`config.mk`:
```
export PLATFORM = sky130hd
export DESIGN_NAME = sensor_frame_check_convert_unit
export DESIGN_NICKNAME = d
export VERILOG_FILES = /design/src/hdl/sfcc_pkg.sv /design/src/hdl/sfcc_front.sv /design/src/hdl/sfcc_queue.sv /design/src/hdl/sfcc_back.sv /design/src/hdl/sensor_frame_check_convert_unit.sv
export VERILOG_INCLUDE_DIRS = /design/src /design/src/hdl
export SDC_FILE = /design/constraint.sdc
export NUM_CORES = 1
export LEC_CHECK = 0
export ABC_AREA = 1
export BUFFER_PORTS_ARGS = -buffer_cell sky130_fd_sc_hd__buf_2
export CAP_MARGIN = 5
export CORE_AREA = 2 2 153 304
export CTS_CLUSTER_SIZE = 30
export DETAILED_ROUTE_END_ITERATION = 16
export DIE_AREA = 0 0 155 306
export PLACE_DENSITY = 0.58
export SETUP_SLACK_MARGIN = 0.1
export SLEW_MARGIN = 20
export SYNTH_ARGS = -nofsm -noshare
export SYNTH_HDL_FRONTEND = slang
export SYNTH_SLANG_ARGS = --single-unit
export TNS_END_PERCENT = 20
```
`constraint.sdc`:
```
create_clock -name clock -period 7.15 [get_ports clock]
set_input_delay 0.3575 -clock clock [delete_from_list [all_inputs] [get_ports clock]]
set_output_delay 0.3575 -clock clock [all_outputs]
set_load 0.005 [all_outputs]
```
`src/hdl/sensor_frame_check_convert_unit_macros.svh`:
```
// ----------------------------------------------------------------------------
// Assertion macros for the sensor frame check and convert unit
// Concurrent checks on clock, disabled during reset; empty when synthesized.
// ----------------------------------------------------------------------------
`ifndef SENSOR_FRAME_CHECK_CONVERT_UNIT_MACROS_SVH
`define SENSOR_FRAME_CHECK_CONVERT_UNIT_MACROS_SVH

`ifndef SYNTHESIS

// Same-cycle implication
`define SFCC_ASSERT_NOW(label, ante, cons, msg) \
   label: assert property (@(posedge clock) disable iff (reset) (ante) |-> (cons)) \
      else $error(msg);

// Next-cycle implication
`define SFCC_ASSERT_NEXT(label, ante, cons, msg) \
   label: assert property (@(posedge clock) disable iff (reset) (ante) |=> (cons)) \
      else $error(msg);

`else

`define SFCC_ASSERT_NOW(label, ante, cons, msg)
`define SFCC_ASSERT_NEXT(label, ante, cons, msg)

`endif

`endif

```
`src/hdl/sfcc_pkg.sv`:
```
// ----------------------------------------------------------------------------
// sfcc_pkg
// Shared types, constants and the CRC-8 step for the frame check/convert unit.
// ----------------------------------------------------------------------------
package sfcc_pkg;

   // Default depth of the frame queue between front and back
   localparam int unsigned SFCC_QUEUE_DEPTH = 4;

   // CRC-8, polynomial x^8+x^5+x^4+1, no reflection, no final xor
   localparam logic [7:0] CRC_POLY = 8'h31;
   localparam logic [7:0] CRC_INIT = 8'hFF;

   // Fixed-point conversion constants
   localparam logic [14:0]        TEMP_SCALE   = 15'd17500;
   localparam logic [13:0]        HUM_SCALE    = 14'd10000;
   localparam logic signed [15:0] TEMP_BIAS    = 16'sd4500;
   localparam logic signed [11:0] OFFSET_RESET = -12'sd400;

   // Byte positions inside a frame
   localparam logic [2:0] POS_T_HIGH  = 3'd0;
   localparam logic [2:0] POS_T_LOW   = 3'd1;
   localparam logic [2:0] POS_T_CHECK = 3'd2;
   localparam logic [2:0] POS_H_HIGH  = 3'd3;
   localparam logic [2:0] POS_H_CHECK = 3'd5;

   typedef enum logic {
      MODE_MEASURE  = 1'b0,
      MODE_IDENTITY = 1'b1
   } frame_mode_type;

   typedef enum logic {
      CSR_FRAME_MODE  = 1'b0,
      CSR_TEMP_OFFSET = 1'b1
   } csr_index_type;

   // One finished frame, as handed from front to back
   typedef struct packed {
      frame_mode_type mode;
      logic           failed;
      logic [15:0]    first_word;
      logic [15:0]    second_word;
   } frame_rec_type;

   typedef struct packed {
      logic full;
      logic not_empty;
   } queue_status_type;

   // One byte through the CRC register, MSB first
   function automatic logic [7:0] crc8_update(input logic [7:0] crc, input logic [7:0] data);
      logic [7:0] c;
      c = crc ^ data;
      for (int k = 0; k < 8; k++) begin
         c = c[7] ? ((c << 1) ^ CRC_POLY) : (c << 1);
      end
      return c;
   endfunction

endpackage

```
`src/hdl/sfcc_front.sv`:
```
// ----------------------------------------------------------------------------
// sfcc_front
// Tracks byte position, runs the CRC, collects data words and queues a
// record when the last byte of a frame arrives.
// ----------------------------------------------------------------------------
module sfcc_front
   import sfcc_pkg::*;
(
   input  logic             clock,
   input  logic             reset,
   input  logic             req_valid,
   output logic             req_stall,
   input  logic [7:0]       req_rx_byte,
   input  logic             req_frame_start,
   input  frame_mode_type   frame_mode,
   input  queue_status_type q_status,
   output logic             push,
   output frame_rec_type    push_rec
);

   logic [2:0]  pos_ff,    pos_in;
   logic [7:0]  crc_ff,    crc_in;
   logic [7:0]  high_ff,   high_in;
   logic [7:0]  low_ff,    low_in;
   logic [15:0] first_ff,  first_in;
   logic        failed_ff, failed_in;

   logic       accept;
   logic [2:0] pos;
   logic       failed_base;
   logic       is_check;
   logic       is_last;
   logic       failed_now;

   // Only a full queue holds the byte stream back
   assign req_stall = q_status.full;
   assign accept    = req_valid && !req_stall;

   // Classify the byte
   always_comb begin
      pos         = req_frame_start ? POS_T_HIGH : pos_ff;
      failed_base = req_frame_start ? 1'b0 : failed_ff;
      if (frame_mode == MODE_IDENTITY) begin
         is_check = (pos >= POS_T_CHECK);
         is_last  = is_check;
      end else begin
         is_check = (pos == POS_T_CHECK) || (pos == POS_H_CHECK);
         is_last  = (pos == POS_H_CHECK);
      end
      failed_now = failed_base || (is_check && (crc_ff != req_rx_byte));
   end

   // Next state
   always_comb begin
      pos_in    = pos_ff;
      crc_in    = crc_ff;
      high_in   = high_ff;
      low_in    = low_ff;
      first_in  = first_ff;
      failed_in = failed_ff;
      if (accept) begin
         if (!is_check) begin
            if (pos == POS_T_HIGH || pos == POS_H_HIGH) begin
               crc_in  = crc8_update(CRC_INIT, req_rx_byte);
               high_in = req_rx_byte;
            end else begin
               crc_in = crc8_update(crc_ff, req_rx_byte);
               if (pos == POS_T_LOW) begin
                  first_in = {high_ff, req_rx_byte};
               end else begin
                  low_in = req_rx_byte;
               end
            end
         end
         if (is_last) begin
            pos_in    = POS_T_HIGH;
            failed_in = 1'b0;
         end else begin
            pos_in    = pos + 3'd1;
            failed_in = failed_now;
         end
      end
   end

   // Record for the back end
   assign push                 = accept && is_last;
   assign push_rec.mode        = frame_mode;
   assign push_rec.failed      = failed_now;
   assign push_rec.first_word  = first_ff;
   assign push_rec.second_word = {high_ff, low_ff};

   always_ff @(posedge clock) begin
      if (reset) begin
         pos_ff    <= POS_T_HIGH;
         crc_ff    <= CRC_INIT;
         high_ff   <= 8'd0;
         low_ff    <= 8'd0;
         first_ff  <= 16'd0;
         failed_ff <= 1'b0;
      end else begin
         pos_ff    <= pos_in;
         crc_ff    <= crc_in;
         high_ff   <= high_in;
         low_ff    <= low_in;
         first_ff  <= first_in;
         failed_ff <= failed_in;
      end
   end

endmodule

```
`src/hdl/sfcc_queue.sv`:
```
// ----------------------------------------------------------------------------
// sfcc_queue
// Small FIFO of finished frame records between front and back.
// ----------------------------------------------------------------------------
`include "sensor_frame_check_convert_unit_macros.svh"

module sfcc_queue
   import sfcc_pkg::*;
#(
   parameter int unsigned DEPTH = SFCC_QUEUE_DEPTH
)
(
   input  logic             clock,
   input  logic             reset,
   input  logic             push,
   input  frame_rec_type    push_rec,
   input  logic             pop,
   output frame_rec_type    pop_rec,
   output queue_status_type q_status
);

   localparam int unsigned PTR_W = $clog2(DEPTH);
   localparam int unsigned CNT_W = $clog2(DEPTH + 1);

   frame_rec_type entry_ff [DEPTH];

   logic [PTR_W-1:0] head_ff,  head_in;
   logic [PTR_W-1:0] tail_ff,  tail_in;
   logic [CNT_W-1:0] count_ff, count_in;

   assign q_status.full      = (count_ff == CNT_W'(DEPTH));
   assign q_status.not_empty = (count_ff != '0);
   assign pop_rec            = entry_ff[head_ff];

   // Pointer and fill count update
   always_comb begin
      head_in  = head_ff;
      tail_in  = tail_ff;
      count_in = count_ff;
      if (push) begin
         tail_in = (tail_ff == PTR_W'(DEPTH - 1)) ? '0 : tail_ff + PTR_W'(1);
      end
      if (pop) begin
         head_in = (head_ff == PTR_W'(DEPTH - 1)) ? '0 : head_ff + PTR_W'(1);
      end
      if (push && !pop) begin
         count_in = count_ff + CNT_W'(1);
      end else if (pop && !push) begin
         count_in = count_ff - CNT_W'(1);
      end
   end

   always_ff @(posedge clock) begin
      if (reset) begin
         head_ff  <= '0;
         tail_ff  <= '0;
         count_ff <= '0;
      end else begin
         head_ff  <= head_in;
         tail_ff  <= tail_in;
         count_ff <= count_in;
      end
   end

   // Entry storage
   always_ff @(posedge clock) begin
      if (push) begin
         entry_ff[tail_ff] <= push_rec;
      end
   end

   `SFCC_ASSERT_NOW(a_no_overflow, push, !q_status.full || pop, "queue push while full")
   `SFCC_ASSERT_NOW(a_no_underflow, pop, q_status.not_empty, "queue pop while empty")
   `SFCC_ASSERT_NEXT(a_count_up, push && !pop, count_ff == $past(count_ff) + CNT_W'(1), "queue count did not rise")
   `SFCC_ASSERT_NEXT(a_count_down, pop && !push, count_ff == $past(count_ff) - CNT_W'(1), "queue count did not fall")

endmodule

```
`src/hdl/sfcc_back.sv`:
```
// ----------------------------------------------------------------------------
// sfcc_back
// Converts queued frame records: a multiply stage, then an output register
// that adds bias and offset and selects fields by mode and check status.
// ----------------------------------------------------------------------------
module sfcc_back
   import sfcc_pkg::*;
(
   input  logic                clock,
   input  logic                reset,
   input  queue_status_type    q_status,
   output logic                pop,
   input  frame_rec_type       pop_rec,
   input  logic signed [11:0]  temp_offset,
   output logic                rsp_valid,
   input  logic                rsp_stall,
   output logic signed [14:0]  rsp_temperature_centi,
   output logic [13:0]         rsp_humidity_centi,
   output logic [15:0]         rsp_id_word,
   output logic                rsp_status
);

   logic out_en;
   logic mul_en;

   // Multiply stage
   logic           mul_valid_ff, mul_valid_in;
   logic [30:0]    prod_t_ff;
   logic [29:0]    prod_h_ff;
   logic [15:0]    id_ff;
   frame_mode_type mode_ff;
   logic           failed_ff;

   // Output stage
   logic               rsp_valid_ff, rsp_valid_in;
   logic signed [14:0] temp_ff;
   logic [13:0]        hum_ff;
   logic [15:0]        id_out_ff;
   logic               status_ff;

   logic signed [15:0] temp_sum;
   logic signed [14:0] temp_sel;
   logic [13:0]        hum_sel;
   logic [15:0]        id_sel;

   // Stage enables: each stage loads when its successor is free
   assign out_en = !rsp_valid_ff || !rsp_stall;
   assign mul_en = !mul_valid_ff || out_en;
   assign pop    = mul_en && q_status.not_empty;

   assign mul_valid_in = mul_en ? q_status.not_empty : mul_valid_ff;
   assign rsp_valid_in = out_en ? mul_valid_ff : rsp_valid_ff;

   // Bias, offset and field selection
   always_comb begin
      temp_sum = $signed({1'b0, prod_t_ff[30:16]}) - TEMP_BIAS
               + $signed({{4{temp_offset[11]}}, temp_offset});
      temp_sel = '0;
      hum_sel  = '0;
      id_sel   = '0;
      if (!failed_ff) begin
         if (mode_ff == MODE_IDENTITY) begin
            id_sel = id_ff;
         end else begin
            temp_sel = temp_sum[14:0];
            hum_sel  = prod_h_ff[29:16];
         end
      end
   end

   always_ff @(posedge clock) begin
      if (reset) begin
         mul_valid_ff <= 1'b0;
         rsp_valid_ff <= 1'b0;
      end else begin
         mul_valid_ff <= mul_valid_in;
         rsp_valid_ff <= rsp_valid_in;
      end
   end

   // Multiply stage payload
   always_ff @(posedge clock) begin
      if (pop) begin
         prod_t_ff <= 31'(pop_rec.first_word) * 31'(TEMP_SCALE);
         prod_h_ff <= 30'(pop_rec.second_word) * 30'(HUM_SCALE);
         id_ff     <= pop_rec.first_word;
         mode_ff   <= pop_rec.mode;
         failed_ff <= pop_rec.failed;
      end
   end

   // Output register payload
   always_ff @(posedge clock) begin
      if (out_en && mul_valid_ff) begin
         temp_ff   <= temp_sel;
         hum_ff    <= hum_sel;
         id_out_ff <= id_sel;
         status_ff <= failed_ff;
      end
   end

   assign rsp_valid             = rsp_valid_ff;
   assign rsp_temperature_centi = temp_ff;
   assign rsp_humidity_centi    = hum_ff;
   assign rsp_id_word           = id_out_ff;
   assign rsp_status            = status_ff;

endmodule

```
`src/hdl/sensor_frame_check_convert_unit.sv`:
```
// ----------------------------------------------------------------------------
// sensor_frame_check_convert_unit
// CRC-checked humidity/temperature frame decoder with configuration registers.
// ----------------------------------------------------------------------------
// Throughput: one byte per cycle; one result per six-byte (measurement) or
//   three-byte (identity) frame; a full frame queue is the only input stall.
// Path: the record for the closing check byte is queued, then moves through the
//   multiply stage into the output register; a receiver stall can hold it there.
// Reset: synchronous, clears position, CRC, queue and valids; mode measurement,
//   offset -4.00 degrees.
module sensor_frame_check_convert_unit
   import sfcc_pkg::*;
#(
   parameter int unsigned QUEUE_DEPTH = SFCC_QUEUE_DEPTH
)
(
   input  logic               clock,
   input  logic               reset,
   input  logic               req_valid,
   output logic               req_stall,
   input  logic [7:0]         req_rx_byte,
   input  logic               req_frame_start,
   output logic               rsp_valid,
   input  logic               rsp_stall,
   output logic signed [14:0] rsp_temperature_centi,
   output logic [13:0]        rsp_humidity_centi,
   output logic [15:0]        rsp_id_word,
   output logic               rsp_status,
   input  logic               csr_valid,
   output logic               csr_ready,
   input  logic               csr_index,
   input  logic [11:0]        csr_wdata
);

   frame_mode_type     frame_mode_ff,  frame_mode_in;
   logic signed [11:0] temp_offset_ff, temp_offset_in;

   queue_status_type q_status;
   logic             push;
   logic             pop;
   frame_rec_type    push_rec;
   frame_rec_type    pop_rec;

   // Configuration registers
   assign csr_ready = 1'b1;

   always_comb begin
      frame_mode_in  = frame_mode_ff;
      temp_offset_in = temp_offset_ff;
      if (csr_valid && csr_ready) begin
         case (csr_index)
            CSR_FRAME_MODE:  frame_mode_in  = frame_mode_type'(csr_wdata[0]);
            CSR_TEMP_OFFSET: temp_offset_in = $signed(csr_wdata);
            default: ;
         endcase
      end
   end

   always_ff @(posedge clock) begin
      if (reset) begin
         frame_mode_ff  <= MODE_MEASURE;
         temp_offset_ff <= OFFSET_RESET;
      end else begin
         frame_mode_ff  <= frame_mode_in;
         temp_offset_ff <= temp_offset_in;
      end
   end

   sfcc_front u_front (
      .clock           (clock),
      .reset           (reset),
      .req_valid       (req_valid),
      .req_stall       (req_stall),
      .req_rx_byte     (req_rx_byte),
      .req_frame_start (req_frame_start),
      .frame_mode      (frame_mode_ff),
      .q_status        (q_status),
      .push            (push),
      .push_rec        (push_rec)
   );

   sfcc_queue #(
      .DEPTH (QUEUE_DEPTH)
   ) u_queue (
      .clock    (clock),
      .reset    (reset),
      .push     (push),
      .push_rec (push_rec),
      .pop      (pop),
      .pop_rec  (pop_rec),
      .q_status (q_status)
   );

   sfcc_back u_back (
      .clock                 (clock),
      .reset                 (reset),
      .q_status              (q_status),
      .pop                   (pop),
      .pop_rec               (pop_rec),
      .temp_offset           (temp_offset_ff),
      .rsp_valid             (rsp_valid),
      .rsp_stall             (rsp_stall),
      .rsp_temperature_centi (rsp_temperature_centi),
      .rsp_humidity_centi    (rsp_humidity_centi),
      .rsp_id_word           (rsp_id_word),
      .rsp_status            (rsp_status)
   );

endmodule

```
* Yosys cells after proc, flatten, opt, wreduce, memory -nomap -nowiden *
Memory sizes are Yosys's and may differ from the RTL's. A register that Yosys moved wholly into a read port is not among the register bits.
Cells that the tools add are included.

storage, ports and cells
  bits in writable memories = 136
  output and inout bits = 49
  latch bits = 0
  word-level logic and storage cells = 124
  bits in read-only memories = 0
  input bits = 27
  register bits after elaboration = 185
  memories = 1

cells by class
  reduce and logical (&&, ||, !) cells = 29
  add/subtract/negate cells = 7
  multiplexer cells = 31
  div/mod/pow operators = 0
  shift-type cells = 0
  $lt $le $gt $ge = 1
  multiply operators = 2
  equality and inequality tests = 8
  bitwise logic cells = 23

memories
  name              depth  width  rd ports  clocked after Yosys merged registers in  wr ports  RTL line          RTL
  u_queue.entry_ff  4      34     1         1                                        1         sfcc_queue.sv:25  frame_rec_type entry_ff [DEPTH];

operator list
  operator                                              number
  two-way mux 6 bit                                     16
  inverter 3 bit                                        16
  multiplier 16 x 13 -> 29 bit (second input constant)  1
  multiplier 16 x 10 -> 26 bit (second input constant)  1
  adder 15 x 12 -> 15 bit                               1
  subtractor 15 x 13 -> 15 bit (second input constant)  1
  two-way mux 3 bit                                     4
  two-way mux 2 bit                                     4
  two-way mux 8 bit                                     1
  inequality test 8 bit                                 1
  inverter 8 bit                                        1
  AND reduction 4 bit                                   2
  XOR 8 bit                                             1
  logical AND 1 bit                                     7
  adder 3 x 1 -> 3 bit (second input constant)          2
  equality test 3 x 2 -> 1 bit (second input constant)  2
  equality test 3 bit (second input constant)           2
  logical NOT 1 bit                                     6
  two-way mux 1 bit                                     6
  AND reduction 2 bit                                   3
  logical OR 1 bit                                      5
  inverter 1 bit                                        5
  adder 2 x 1 -> 2 bit (second input constant)          2
  equality test 2 bit (second input constant)           2
  other kinds (8)                                       9

* Depth between registers and ports, before layout *
  word-level depth = 18
  gate-level depth with buffers = 26
  mapped depth without buffers = 25

* Hierarchy *
From an unflattened synthesis, not the netlist that was laid out.

second synthesis, totals
  cells, all modules = 1,964
  area total of the unflattened synthesis = 18,768.0 µm²

by module, submodules not included
  module                           area each (µm²)  cells an instance  sequential area each (µm²)  times used
  sfcc_back                        10,193.5         1,153              2,832.7                     1
  sfcc_queue                       5,708.0          389                4,264.1                     1
  sfcc_front                       2,378.5          359                880.8                       1
  sensor_frame_check_convert_unit  488.0            63                 260.2                       1

* Least setup slack after synthesis *
OpenSTA, ideal clock, no wires.

  kind = register to register
  from = reg (tool-made name)
  to = reg u_back.prod_t_ff[28] (data pin)
  cell stages (with the launch flop) = 21
  path slack = 2,002 ps
  period minus slack after synthesis = 5,148 ps
  setup time = 265 ps
  required time = 6,885 ps
  arrival = 4,883 ps
  buffers on the path = 3
  path through = dfxtp_1 -> buf_2 -> inv_1 -> clkbuf_1 -> clkbuf_1 -> o21ai_0 -> o22ai_1 -> ha_1 -> fa_1 -> ha_1 -> inv_1 -> fa_1 -> fa_1 -> inv_1 -> ha_1 -> a21oi_1 -> o21ai_0 -> o21bai_1 -> a21oi_1 -> o21ai_0 -> xor2_1

RTL lines
  what                  RTL line         RTL
  end signal, assigned  sfcc_back.sv:84  prod_t_ff <= 31'(pop_rec.first_word) * 31'(TEMP_SCALE);
  end, declared         sfcc_back.sv:28  logic [30:0] prod_t_ff;

==> metrics.txt <==
number of diodes=0; Worst Path Required=around 7.5 ns; vias after detailed routing=12240; total of fill cells in the finished design=between 4000 and 5000; number of routed nets with antenna violations=0; Worst Max-Slew Pin Slew=a little over 1 ns; Post-layout nets=2160; CP max FO=20; Detailed Place HPWL=about 30 mm; die extent in y=between 300 and 400 um; Ports=76; Critical Path Start Type=flip-flop; final number of setup-violating endpoints=0; Routed WL=40.28 mm; Synth Cell Area=~18000 um2; Post-synth ARST share=0; maximum buffer depth of the clock tree=3; clk_lat worst skew=roughly 0.57 ns; maximum cell stage delay along the critical path=roughly 0.56 ns; final setup skew=~0.023 ns; TritonCTS clock tree=built; result of the run=completed; portion of synthesized cell area occupied by the leading cell type=0.3848; total setup buffers inserted after CTS=0; unrepaired setup endpoints after global routing=false; number of distinct standard cells referenced by the synthesized netlist=44; Yosys top cell by area=sky130_fd_sc_hd__edfxtp_1; total number of yosys warnings=0; post-DR vias/cell=approximately 5.0; Avg Inst Size Synth=10.14 um2; global-route total usage across every layer=0.1724; number of design rule violations left after detail routing=0; Root Driver=sky130_fd_sc_hd__clkbuf_16; Post-synth top cells=sky130_fd_sc_hd__inv_1 (290), sky130_fd_sc_hd__nand2_1 (241), sky130_fd_sc_hd__edfxtp_1 (229); die span in x=between 150 and 200 um; origin of the worst min-delay path=csr_wdata[11]; H-tree depth=1; clock transition at the registers of the reported paths=0.07 ns; area of the die=47430 um2; floorplan row count=110; number of global-route vias before repair=between 10000 and 15000; Hold WC Path Type=primary input to flip-flop; number of detailed-route iterations in the first pass=5; count of buffers inserted at the top-level ports=between 70 and 80; post-synthesis net count=between 2000 and 2500; number of cells produced by synthesis=1762; maximum number of pins on one net before global-route repair=51; number of buffers inserted by hold repair at cts=5; post-synthesis sequential element count=297; EDFF count, synth=roughly 230; Cell Chain, Critical Path=inv_1 -> buf_4 -> a21oi_1 -> a32oi_1 -> inv_1 -> fa_1 -> inv_1 -> ha_1 -> fa_1 -> ha_1 -> inv_1 -> fa_1 -> inv_1 -> ha_1 -> a21oi_1 -> o21ai_0 -> a21oi_1 -> nand2_1 -> a21oi_1 -> inv_1 -> nand2_1 -> nand2_1; PostCTS Resize Cnt=0; part of the Yosys area used for sequential elements=0.4610; number of sinks on the clock net=approximately 300; achievable clock frequency=~180 MHz; final count of pins violating max slew=0; Final Core Density=0.4416; fraction of layout instances using a drive strength above 1=0.08916; routed length per instance=16.56 um; initial drt markers=~520; most frequent cell after synthesis=sky130_fd_sc_hd__inv_1; slowest cell on the critical path=sky130_fd_sc_hd__fa_1; wire length of the first global-routing pass=between 60 and 70 mm; total global routing overflow=0; top cells by area, synth=sky130_fd_sc_hd__edfxtp_1 (38%), sky130_fd_sc_hd__ha_1 (14%), sky130_fd_sc_hd__fa_1 (9.0%); worst setup path category=flip-flop to flip-flop; Area Growth Syn to Fin=11.21%; time the worst path needs with I/O delays and setup=roughly 5.6 ns; cell depth of the worst hold path=3; Worst slew margin=0.3240; final sum of negative setup slack=0 ns; final weighted congestion in routability-driven placement=0.8782; CTS buffer count=27; number of antenna violations at the first check in global routing=0; crit path DAT=between 5 and 6 ns; share of the clock period used by the worst path after layout=0.7813; starting utilization of the core area=0.3971; capture endpoint of the worst hold path=temp_offset_ff[11]$_SDFFE_PP1P_; Synth Flop Type=sky130_fd_sc_hd__edfxtp_1; Max Cap Viol=0; end of the worst register-to-register path=u_back.prod_h_ff[28]$_DFFE_PP_; slack of the worst reg-to-reg path=1.56 ns; kind of end point of the critical path=flip-flop; number of hold violations in the final report=0; Worst Reg2Reg Path Length in Cells=22; core region area=~45000 um2; cell with the most instances on the worst path=sky130_fd_sc_hd__inv_1
==> logic make-up after synthesis <==
group                      synth area share
AOI/OAI and AO/OA                   0.09852
xor gates and xnor gates            0.02696
adders and majority gates            0.2304
buffers and inverters               0.07492
DFF                                  0.4610
other                             0.0002099
and+or+nand+nor                      0.1080
==> metal layers <==
| metal | share of wire | GRT usage |
|---|---|---|
| met1 | 0.36 | 0.1734 |
| met2 | 0.58 | 0.3580 |
| met3 | 0.027 | 0.01371 |
| met4 | 0.031 | 0.06008 |
| met5 | 0 | 0 |
==> sequential cells by signal (all words and copies together), names as in the netlist, named ones only <==
signal                        count
u_queue.tail_ff                   2
temp_offset_ff                   12
u_back.rsp_id_word               16
u_front.crc_ff                    8
u_queue.count_ff                  3
u_back.rsp_valid                  1
u_front.low_ff                    8
u_back.mode_ff                    1
u_back.mul_valid_ff               1
u_queue.entry_ff                136
u_queue.head_ff                   2
u_front.high_ff                   8
u_front.failed_ff                 1
u_back.failed_ff                  1
u_back.rsp_status                 1
u_front.first_ff                 16
u_back.rsp_temperature_centi     15
u_back.prod_t_ff                 15
u_back.prod_h_ff                 14
u_front.pos_ff                    3
u_back.rsp_humidity_centi        14
u_back.id_ff                     16
frame_mode_ff                     1
==> through the flow <==
step | worst slack, ns | hold slack, ns | instances | cell area [um2]
floorplan | 2.002 | 0.4353 | 1762 | 17870
global placement | 1.603 | 0.4525 | 2377 | 18970
detailed placement | 1.511 | 0.4611 | 2378 | 18990
CTS | 1.512 | 0.01432 | 2433 | 19870
global route | 1.155 | 0.05017 | 2433 | 19870
finish | 1.563 | 0.04136 | 2433 | 19870
==> worst max path at each step <==
stage	depth (start not counted)	to	start	slack (ns)
floorplan	20	u_back.prod_t_ff[28]$_DFFE_PP_	flip-flop	2.00
global placement	22	u_back.prod_h_ff[28]$_DFFE_PP_	flip-flop	1.60
detailed placement	22	u_back.prod_h_ff[28]$_DFFE_PP_	flip-flop	1.51
CTS	22	u_back.prod_h_ff[28]$_DFFE_PP_	flip-flop	1.51
finish	22	u_back.prod_h_ff[28]$_DFFE_PP_	flip-flop	1.56
global route	21	u_back.prod_t_ff[22]$_DFFE_PP_	flip-flop	1.15
==> cells in the final DEF (no fill, tap or decap), types with 4 or more instances in the layout <==
cell                            count
sky130_fd_sc_hd__a211oi_1           4
sky130_fd_sc_hd__a21o_1             5
sky130_fd_sc_hd__a21oi_1          146
sky130_fd_sc_hd__a32oi_1           16
sky130_fd_sc_hd__buf_2             74
sky130_fd_sc_hd__buf_4             27
sky130_fd_sc_hd__clkbuf_1           8
sky130_fd_sc_hd__clkbuf_16         28
sky130_fd_sc_hd__clkinv_1           4
sky130_fd_sc_hd__clkinv_2           6
sky130_fd_sc_hd__dfxtp_1           67
sky130_fd_sc_hd__dlygate4sd3_1      5
sky130_fd_sc_hd__edfxtp_1         229
sky130_fd_sc_hd__fa_1              80
sky130_fd_sc_hd__ha_1             201
sky130_fd_sc_hd__inv_1            288
sky130_fd_sc_hd__inv_2              4
sky130_fd_sc_hd__nand2_1          241
sky130_fd_sc_hd__nand3_1           67
sky130_fd_sc_hd__nand4_1            5
sky130_fd_sc_hd__nor2_1           129
sky130_fd_sc_hd__nor2_4             6
sky130_fd_sc_hd__nor3_1             8
sky130_fd_sc_hd__nor4_1             6
sky130_fd_sc_hd__o211ai_1          11
sky130_fd_sc_hd__o21a_1             4
sky130_fd_sc_hd__o21ai_0           98
sky130_fd_sc_hd__o21ai_2            5
sky130_fd_sc_hd__o22ai_1           16
sky130_fd_sc_hd__xnor2_1           25
sky130_fd_sc_hd__xor2_1            30
==> worst max-delay path: cells and delay by family, from the launching register on <==
kind / cells / cell delay [ns]
fa+ha+maj: 6 / 2.51
buf+inv: 7 / 1.23
compound gates: 6 / 1.04
flops: 1 / 0.31
simple gates: 3 / 0.24
==> area by class of cell <==
cell class / instances / area [um2] / share of cell area
Clock buffer: 38 / 758.2 / 0.03815
Timing Repair Buffer: 108 / 670.6 / 0.03375
Tap cell: 560 / 700.7 / 0.03526
Clock inverter: 12 / 71.32 / 0.003589
Sequential cell: 297 / 8239 / 0.4146
Multi-Input combinational cell: 1123 / 8325 / 0.4189
Inverter: 295 / 1107 / 0.05572
Power is left out: the tool's default activity adds up to more than one toggle a clock period on the data nets, which glitch-free logic cannot reach.
